==> src/tfde_pkg.sv <==
// Shared types and constants for the tricolor framebuffer draw engine.
package tfde_pkg;

   localparam int MaxWidth  = 512;
   localparam int MaxHeight = 512;
   localparam int RowBytesMax = (MaxWidth + 7) / 8;
   localparam int PlaneDepth = RowBytesMax * MaxHeight;
   localparam int AddrW = $clog2(PlaneDepth);
   localparam int CoordW = 10;
   localparam int CsrIdxW = 2;
   localparam int CsrDataW = 10;

   localparam logic [CsrIdxW-1:0] CSR_WIDTH  = 2'd0;
   localparam logic [CsrIdxW-1:0] CSR_HEIGHT = 2'd1;
   localparam logic [CsrIdxW-1:0] CSR_FLIP   = 2'd2;
   localparam logic [CsrIdxW-1:0] CSR_RED    = 2'd3;

   localparam logic [2:0] OP_SET   = 3'd0;
   localparam logic [2:0] OP_GET   = 3'd1;
   localparam logic [2:0] OP_FILL  = 3'd2;
   localparam logic [2:0] OP_LINE  = 3'd3;
   localparam logic [2:0] OP_RECT  = 3'd4;
   localparam logic [2:0] OP_CLEAR = 3'd5;

   localparam logic [1:0] PAINT_WHITE = 2'd0;
   localparam logic [1:0] PAINT_BLACK = 2'd1;
   localparam logic [1:0] PAINT_RED   = 2'd2;

   typedef struct packed {
      logic [2:0]        operation;
      logic [CoordW-1:0] start_x;
      logic [CoordW-1:0] start_y;
      logic [CoordW-1:0] end_x;
      logic [CoordW-1:0] end_y;
      logic [1:0]        paint;
   } req_type;

   typedef struct packed {
      logic [1:0] read_color;
      logic       was_read;
   } rsp_type;

   // Commands from the controller to the datapath.
   typedef struct packed {
      logic load_cmd;    // capture a command
      logic seg_load;    // load line segment endpoints
      logic [1:0] seg_sel;
      logic line_step;   // plot current point then advance
      logic fill_init;
      logic fill_step;
      logic clr_step;    // write one byte of the mono plane, and of red if enabled
      logic clr_init;
      logic get_issue;
      logic plot_pt;     // single pixel set
      logic wipe_step;   // write one byte of the whole planes after reset
   } dp_cmd_type;

   typedef struct packed {
      logic line_done;   // current point is the endpoint
      logic fill_done;
      logic fill_empty;
      logic clr_done;
      logic clr_empty;
      logic rmw_busy;    // a read-modify-write still in flight
      logic wipe_done;   // the reset sweep is at its last byte
   } dp_sts_type;

endpackage

==> src/tfde_controller.sv <==
// Controller state machine sequencing commands through the datapath.
module tfde_controller (
   input  logic                 clock,
   input  logic                 reset,
   input  logic                 start,
   input  logic [2:0]           op,
   input  tfde_pkg::dp_sts_type sts,
   output tfde_pkg::dp_cmd_type cmd,
   output logic                 busy,
   output logic                 done,
   output logic                 is_get
);
   typedef enum logic [8:0] {
      ST_INIT  = 9'b000000001,
      ST_IDLE  = 9'b000000010,
      ST_DISP  = 9'b000000100,
      ST_SEG   = 9'b000001000,
      ST_LINE  = 9'b000010000,
      ST_FILL  = 9'b000100000,
      ST_CLR   = 9'b001000000,
      ST_DRAIN = 9'b010000000,
      ST_DONE  = 9'b100000000
   } state_type;

   state_type state_ff, state_in;
   logic [1:0] seg_ff, seg_in;
   logic [2:0] op_ff;
   logic [3:0] drain_ff, drain_in;

   always_ff @(posedge clock) begin
      if (reset) begin
         state_ff <= ST_INIT;
         seg_ff <= '0;
         drain_ff <= '0;
         op_ff <= '0;
      end else begin
         state_ff <= state_in;
         seg_ff <= seg_in;
         drain_ff <= drain_in;
         if (start && state_ff == ST_IDLE) op_ff <= op;
      end
   end

   assign busy = (state_ff != ST_IDLE);
   assign is_get = (op_ff == tfde_pkg::OP_GET);

   always_comb begin
      state_in = state_ff;
      seg_in = seg_ff;
      drain_in = drain_ff;
      cmd = '0;
      cmd.seg_sel = seg_ff;
      done = 1'b0;
      unique case (state_ff)
         ST_INIT: begin
            // Sweep both planes to white once after reset.
            cmd.wipe_step = 1'b1;
            if (sts.wipe_done) state_in = ST_IDLE;
         end
         ST_IDLE: begin
            if (start) begin
               cmd.load_cmd = 1'b1;
               state_in = ST_DISP;
            end
         end
         ST_DISP: begin
            seg_in = '0;
            drain_in = '0;
            cmd.seg_sel = 2'd0;
            case (op_ff)
               tfde_pkg::OP_SET: begin cmd.plot_pt = 1'b1; state_in = ST_DRAIN; end
               tfde_pkg::OP_GET: begin cmd.get_issue = 1'b1; state_in = ST_DRAIN; end
               tfde_pkg::OP_FILL: begin
                  cmd.fill_init = 1'b1;
                  state_in = sts.fill_empty ? ST_DONE : ST_FILL;
               end
               tfde_pkg::OP_LINE, tfde_pkg::OP_RECT: begin
                  cmd.seg_load = 1'b1; state_in = ST_LINE;
               end
               tfde_pkg::OP_CLEAR: begin
                  cmd.clr_init = 1'b1;
                  state_in = sts.clr_empty ? ST_DONE : ST_CLR;
               end
               default: state_in = ST_DONE;
            endcase
         end
         ST_SEG: begin
            // Wait for writes of the previous segment to land.
            if (!sts.rmw_busy) begin
               cmd.seg_load = 1'b1;
               state_in = ST_LINE;
            end
         end
         ST_LINE: begin
            // Each pixel is a read-modify-write; issue one only when the drain_ff
            // spacing counter wraps, so no two updates of the same byte overlap.
            drain_in = drain_ff + 4'd1;
            if (drain_ff == 4'd2) begin
               drain_in = '0;
               cmd.line_step = 1'b1;
               if (sts.line_done) begin
                  if (op_ff == tfde_pkg::OP_RECT && seg_ff != 2'd3) begin
                     seg_in = seg_ff + 2'd1;
                     state_in = ST_SEG;
                  end else begin
                     state_in = ST_DRAIN;
                  end
               end
            end
         end
         ST_FILL: begin
            drain_in = drain_ff + 4'd1;
            if (drain_ff == 4'd2) begin
               drain_in = '0;
               cmd.fill_step = 1'b1;
               if (sts.fill_done) state_in = ST_DRAIN;
            end
         end
         ST_CLR: begin
            cmd.clr_step = 1'b1;
            if (sts.clr_done) state_in = ST_DONE;
         end
         ST_DRAIN: begin
            drain_in = '0;
            if (!sts.rmw_busy) state_in = ST_DONE;
            else if (is_get && drain_ff == 4'd0) state_in = ST_DRAIN;
         end
         ST_DONE: begin
            done = 1'b1;
            state_in = ST_IDLE;
         end
         default: state_in = ST_IDLE;
      endcase
   end
endmodule

==> config.mk <==
export PLATFORM = sky130hd
export DESIGN_NAME = tfde_controller
export DESIGN_NICKNAME = d
export VERILOG_FILES = /design/src/tfde_pkg.sv /design/src/tfde_controller.sv
export SDC_FILE = /design/constraint.sdc
export NUM_CORES = 1
export LEC_CHECK = 0
export BUFFER_PORTS_ARGS = -buffer_cell sky130_fd_sc_hd__buf_2
export CAP_MARGIN = 20
export CORE_ASPECT_RATIO = 0.9
export CORE_MARGIN = 2
export CORE_UTILIZATION = 35
export CTS_BUF_LIST = sky130_fd_sc_hd__clkbuf_8
export CTS_CLUSTER_DIAMETER = 200
export DETAILED_ROUTE_END_ITERATION = 16
export PLACE_DENSITY = 0.63
export SETUP_SLACK_MARGIN = 0.4
export SYNTH_ARGS = -nofsm -noshare
export SYNTH_HDL_FRONTEND = slang
export SYNTH_SLANG_ARGS = --single-unit
==> constraint.sdc <==
create_clock -name clock -period 2.1 [get_ports clock]
set_input_delay 0.42 -clock clock [delete_from_list [all_inputs] [get_ports clock]]
set_output_delay 0.42 -clock clock [all_outputs]
set_load 0.02 [all_outputs]
==> results of run 1 <==
==> worst min-delay path: stages <==
cell	delay [ns]
buf_2	0.10
nand2_1	0.04
a21oi_1	0.05
==> final cells by class <==
class	count	share of cell area, %
multi-input cells	126	54.0
inverters	12	2.03
flip-flops and latches	18	17.8
clock buffers	3	1.86
repair buffers	62	21.8
well taps	46	2.59
==> cells by family after synthesis <==
group | Yosys count | share of synthesized area, %
AO/OA/AOI/OAI | 33 | 17.5
XOR/XNOR | 1 | 0.650
adder cells (fa/ha/maj) | 4 | 3.71
buffers and inverters | 20 | 6.31
flip-flops | 18 | 26.7
multiplexers | 4 | 2.97
AND/OR/NAND/NOR | 84 | 42.2
==> where the power goes <==
| group | internal (W) | total, W | switching (W) | leakage (nW) |
|---|---|---|---|---|
| Clock | 0.000128 | 0.000246 | 0.000118 | 0.0216 |
| Combinational | 0.000155 | 0.000308 | 0.000153 | 0.641 |
| Sequential | 0.000345 | 0.000368 | 0.0000230 | 0.154 |
| Total | 0.000628 | 0.000922 | 0.000294 | 0.816 |
==> state kept, by name (all words and copies together), names as in the netlist <==
signal / count
state_ff: 9
op_ff: 3
seg_ff: 2
drain_ff: 4
==> layer usage <==
| layer | part of all wire (%) | vias to the layer above | wire length (um) | track usage (%) |
|---|---|---|---|---|
| met2 | 48 | 40 | 2130 | 31.1 |
| met4 | 1.3 | 0 | 57 | 4.41 |
| met1 | 46 | 716 | 2040 | 28.0 |
| met5 | 0 | - | 0 | 0 |
| met3 | 5.2 | 8 | 233 | 4.84 |
| li1 | - | 720 | - | - |
==> what timing repair did <==
action / CTS / global route
setup endpoints to repair: 26 / 32
gates resized for setup: 58 / 23
gates cloned: 0 / 0
pin swaps: 25 / 25
buffers inserted: 16 / 8
==> metrics by stage <==
stage / hold slack [ns] / setup WS [ns] / instances / cell area (um^2) / utilization [%]
floorplan: 0.494 / 0.314 / 164 / 1450 / -
global placement: 0.480 / 0.182 / 240 / 1690 / 45.6
detailed placement: 0.485 / 0.129 / 240 / 1690 / 45.6
CTS: 0.400 / 0.0893 / 259 / 2050 / 55.4
global route: 0.414 / 0.00583 / 267 / 2220 / 59.9
finish: 0.399 / 0.0847 / 267 / 2220 / 59.9
==> synthesized netlist by cell type, types with 3 or more instances <==
library cell	n	area share, %
a21oi_1	11	4.1
a31oi_1	3	1.4
and2_1	4	1.9
clkbuf_1	5	1.4
dfxtp_1	18	27
ha_1	4	3.7
inv_1	12	3.3
mux2i_1	4	3.0
nand2_1	12	3.3
nand2b_1	5	2.3
nand3_1	7	2.6
nand4_1	5	2.3
nor2_1	16	4.5
nor3_1	7	2.6
nor4_1	4	1.9
nor4b_2	3	3.3
==> how the worst max path moves through the flow <==
| stage | from | end | cells past startpoint |
|---|---|---|---|
| after floorplan | state_ff[1]$_SDFFE_PP0P_ | cmd[11] | 3 |
| after global placement | state_ff[1]$_SDFFE_PP0P_ | cmd[10] | 5 |
| after detailed placement | state_ff[1]$_SDFFE_PP0P_ | cmd[8] | 5 |
| after CTS | state_ff[7]$_SDFFE_PP0P_ | cmd[10] | 5 |
| after global routing | state_ff[2]$_SDFFE_PP0P_ | cmd[0] | 4 |
| final | state_ff[4]$_SDFFE_PP0P_ | cmd[1] | 5 |
==> impl_results.md, run 1 <==
* WL/cell at 16.7 um
* Core ar. at 0.00370 mm^2
* Die H at 62.9 um
* CP Capture Type: primary output
* Final wirelength at 4.47 mm
* Post-route ant nets at 0
* Post-synthesis sequential area ratio at 26.7%
* Clock H-tree levels at 1
* Hold wc startpoint: op[1]
* DRC viols at 0
* CP peak stage delay at 0.37 ns
* CP top delay family: simple AND/OR/NAND/NOR gates
* Reg2reg setup slack at 0.26 ns
* Critical path class: reg -> out
* Largest net degree at the start of global routing at 21
* Worst Hold Path EP: op_ff[1]$_SDFFE_PP0P_
* EDFF count, synth at 0
* Syn_nets at 181
* Distinct cells, synth at 52
* TritonCTS buffer count at 3
* Vias in the first global route at 1425
* Setup TNS at 0 ns
* CP arrival at 1.60 ns
* Crit-path slowest cell: dfxtp_4
* Leakage power at 0.816 nW
* Reg2reg end: drain_ff[2]$_SDFFE_PP0P_
* Most common cell after layout, fill and taps aside: buf_4
* CP max FO at 8
* CTS tree: done
* Final worst-path cycle share at 96.0%
* Fin. Hold Viols at 0
* Worst Tran Pin Value at 0.450 ns
* Initial Utilization at 36.4%
* DIE WIDTH at 69.4 um
* Worst reg2reg path depth at 7
* CTS clk-pin slew, worst paths at 0.06 ns
* #FFs+latches synth at 18
* Share of post-route cells with drive strength above 1 at 57.9%
* Hold/Removal Path Class: in -> reg
* Crit-path cells: nor3_4 -> nand4_4 -> buf_8 -> nor4_4 -> buf_4
* Root Buffer: clkbuf_8
* Global Route Usage Sum at 20.0%
* Vias per inst at 5.56
* Clock skew at 0.00754 ns
* CP Buf/Inv Count at 2
* Fill count at 318
* Ports at 28
* GP Congestion at 0.801
* WP data required at 1.68 ns
* Drt pass-1 iters at 4
* Hold path depth at 3
* Worst slew margin at 70.0%
* Post-route minimum period at 2.02 ns
* Worst vdd ir at 0.000228 V
* Most frequent cells in the layout: 35 x buf_4, 14 x buf_2, 12 x nor2_1, 12 x buf_6, 11 x inv_1
* Ant diodes at 0
* Vias at 1484
* Mean Syn Cell Area at 8.22 um^2
* Pwr dens at 415 mW/mm^2
* Full die area at 0.00436 mm^2
* Synth warnings at 0
* Initial DRC Count at 102
* Post-route total power at 0.000922 W
* Unrepaired setup endpoints after global routing: yes
* Initial antenna violation count at 0
* Nets at 240
* Dominant synthesized flop cell: dfxtp_1
* # rows at 21
* Cell count after synthesis at 164
* Hold_buf cts at 0
* Async S/R FF share, synth at 0%
* Clock Latency Late Sink at 0.26 ns
* F_max at 0.496 GHz
* FF-to-FF Start: state_ff[2]$_SDFFE_PP0P_
* Gr ovfl total at 0
* Setup crit start kind: flop
* First-pass GRT wire length at 7.07 mm
* FF/Latch Area at 394 um^2
* P&R area growth vs syn at 64.6%
* MaxCap Viol Count at 0
* Clk buf depth at 2
* Mapped cell area at 0.00135 mm^2
* Fin. max-slew vios at 0
* Final HPWL DP at 2.77 mm
* Multi-input logic area at 0.00120 mm^2
* Clock sink total at 18
* # setup viols final at 0
* Outcome: finished clean
* Port buffer count at 27
Note: power is estimated with default switching activity, not from simulation.
==> run 2, diff against run 1 <==
--- a/config.mk
+++ b/config.mk
@@ -7,13 +7,15 @@
 export LEC_CHECK = 0
 export BUFFER_PORTS_ARGS = -buffer_cell sky130_fd_sc_hd__buf_2
 export CAP_MARGIN = 20
+export CELL_PAD_IN_SITES_DETAIL_PLACEMENT = 1
+export CELL_PAD_IN_SITES_GLOBAL_PLACEMENT = 2
 export CORE_ASPECT_RATIO = 0.9
 export CORE_MARGIN = 2
-export CORE_UTILIZATION = 35
+export CORE_UTILIZATION = 33
 export CTS_BUF_LIST = sky130_fd_sc_hd__clkbuf_8
 export CTS_CLUSTER_DIAMETER = 200
 export DETAILED_ROUTE_END_ITERATION = 16
-export PLACE_DENSITY = 0.63
+export PLACE_DENSITY = 0.9
 export SETUP_SLACK_MARGIN = 0.4
 export SYNTH_ARGS = -nofsm -noshare
 export SYNTH_HDL_FRONTEND = slang
==> impl_results.md, run 2 (synthesis gave the netlist of run 1 again) <==
* Final wirelength at 5.41 mm (was 4.47 mm)
* Final worst-path cycle share at 99.9% (was 96.0%)
* Fill count at 453 (was 318)
* Reg with most FFs: state_ff (unchanged)
* Sequential share of power at 39.3% (was 40.0%)
* Vias per inst at 5.54 (was 5.56)
* Worst vdd ir at 0.000278 V (was 0.000228 V)
* Core Util, Final at 57.6% (was 59.9%)
* Post-route ant nets at 0 (unchanged)
* Leakage power at 0.855 nW (was 0.816 nW)
* Full die area at 0.00461 mm^2 (was 0.00436 mm^2)
* Most common cell after layout, fill and taps aside: buf_4 (unchanged)
* Pre-CTS setup slack at 0.0786 ns (was 0.129 ns)
* Largest net degree at the start of global routing at 21 (unchanged)
* Post-route minimum period at 2.10 ns (was 2.02 ns)
* WP data required at 1.68 ns (about the same)
* Initial Utilization at 33.8% (was 36.4%)
* CP max FO at 3 (was 8)
* Ant diodes at 0 (unchanged)
* Biggest regs: state_ff x9, drain_ff x4, op_ff x3 (unchanged)
* CTS clk-pin slew, worst paths at 0.07 ns (was 0.06 ns)
* First-pass GRT wire length at 7.85 mm (was 7.07 mm)
* # setup viols final at 0 (unchanged)
* Sw frac at 33.3% (was 31.9%)
* FF/Latch Area at 392 um^2 (was 394 um^2)
* Largest register FFs at 9 (unchanged)
* Share of post-route cells with drive strength above 1 at 59.6% (was 57.9%)
* CP Capture Type: primary output (unchanged)
* Die H at 64.6 um (was 62.9 um)
* Outcome: finished clean (unchanged)
* Global Route Usage Sum at 21.8% (was 20.0%)
* Finished Layout Cells at 278 (was 267)
* F_max at 0.476 GHz (was 0.496 GHz)
* Clock Power Share at 27.1% (was 26.7%)
* Critical path class: reg -> out (unchanged)
* Clock sink total at 18 (unchanged)
* CTS tree: done (unchanged)
* Initial antenna violation count at 0 (unchanged)
* GP Congestion at 0.839 (was 0.801)
* Initial DRC Count at 64 (was 102)
* Fin. Hold Viols at 0 (unchanged)
* Nets at 249 (was 240)
* Clock skew at 0.00682 ns (was 0.00754 ns)
* Worst Tran Pin Value at 0.486 ns (was 0.450 ns)
* Gr ovfl total at 0 (unchanged)
* WL/cell at 19.5 um (was 16.7 um)
* Post-Place Cells at 240 (unchanged)
* Multi-input logic area at 0.00120 mm^2 (about the same)
* CP arrival at 1.68 ns (was 1.60 ns)
* P_sw at 0.000315 W (was 0.000294 W)
* Port buffer count at 27 (unchanged)
* TritonCTS buffer count at 3 (unchanged)
* # rows at 22 (was 21)
* MaxCap Viol Count at 0 (unchanged)
* P&R area growth vs syn at 70.6% (was 64.6%)
* Worst slew margin at 67.4% (was 70.0%)
* Setup TNS at 0 ns (unchanged)
* Clk buf depth at 2 (unchanged)
* Fin. max-slew vios at 0 (unchanged)
* Ports at 28 (unchanged)
* Hold/Removal Path Class: in -> reg (unchanged)
* DIE WIDTH at 71.4 um (was 69.4 um)
* Clock H-tree levels at 1 (unchanged)
* Worst setup margin at 0.00117 ns (was 0.0847 ns)
* Most frequent cells in the layout: 41 x buf_4, 16 x buf_6, 14 x buf_2 (was 35 x buf_4, 14 x buf_2, 12 x nor2_1, 12 x buf_6, 11 x inv_1)
* Vias in the first global route at 1581 (was 1425)
* Final HPWL DP at 3.27 mm (was 2.77 mm)
* Root Buffer: clkbuf_8 (unchanged)
* Drt pass-1 iters at 4 (unchanged)
* Vias at 1540 (was 1484)
* Clock Latency Late Sink at 0.27 ns (was 0.26 ns)
* Unrepaired setup endpoints after global routing: yes (unchanged)
* Pwr dens at 412 mW/mm^2 (was 415 mW/mm^2)
* Setup crit start kind: flop (unchanged)
* Core ar. at 0.00399 mm^2 (was 0.00370 mm^2)
* DRC viols at 0 (unchanged)
* Comb pwr share at 33.5% (was 33.4%)
* P_int at 0.000632 W (was 0.000628 W)
[run 2: cell types whose count changed in the layout (fill, tap and decap cells not counted), moves of 2 or more]
cell / delta
buf_4: +6
buf_6: +4
nor3_1: -3
nor3_2: +3
nor4_2: -2
[run 2: worst paths after layout]
kind | depth (start not counted) | startpoint | end | slack [ns]
worst max-delay path | 5 | state_ff[0]$_SDFFE_PP1P_ | cmd[4] | 0.001
worst min-delay path | 3 | op[1] | op_ff[1]$_SDFFE_PP0P_ | 0.38
worst max register to register | 6 | state_ff[0]$_SDFFE_PP1P_ | drain_ff[3]$_SDFFE_PP0P_ | 0.08
worst min register to register | 2 | op_ff[1]$_SDFFE_PP0P_ | op_ff[1]$_SDFFE_PP0P_ | 0.56
[run 2: cell type report]
class	instances	share of cell area [%]
repair buffers	71	24.3
well taps	48	2.61
flip-flops and latches	18	17.0
inverters	12	1.96
clock buffers	3	1.80
multi-input cells	126	52.3
[run 2: power by group through the flow]
stage	Sequential (W)	Combinational (W)	Clock [W]
2_1_floorplan	0.000372	0.000150	0
3_3_place_gp	0.000382	0.000195	0
3_5_place_dp	0.000384	0.000200	0
4_1_cts	0.000372	0.000280	0.000259
5_1_grt	0.000374	0.000337	0.000284
6_report	0.000372	0.000318	0.000257
[run 2: per-layer routing]
metal	vias to the layer above	GRT usage [%]	share of wire (%)
met4	0	3.77	2.1
met5	-	0	0
met2	31	39.2	52
met1	754	27.0	43
li1	746	-	-
met3	9	4.20	3.5
[run 2: timing repair]
| action | in CTS | in global routing |
|---|---|---|
| pin swaps | 29 | 21 |
| hold buffers | 0 | 0 |
| setup endpoints to repair | 28 | 32 |
| resized for setup | 60 | 24 |
| setup buffers | 22 | 13 |
[run 2: through the flow]
step           hold WS [ns]  power [W]  area (um^2)
2_1_floorplan         0.494   0.000522         1450
3_3_place_gp          0.507   0.000578         1680
3_5_place_dp          0.531   0.000584         1680
4_1_cts               0.394   0.000910         2090
5_1_grt               0.392   0.000995         2300
6_report              0.384   0.000947         2300
[run 2: critical path, stage by stage, from the launching register on]
cell      delay, ns
dfxtp_4        0.36
or3_4          0.41
nor4b_4        0.28
nand3b_1       0.18
inv_2          0.09
buf_6          0.11
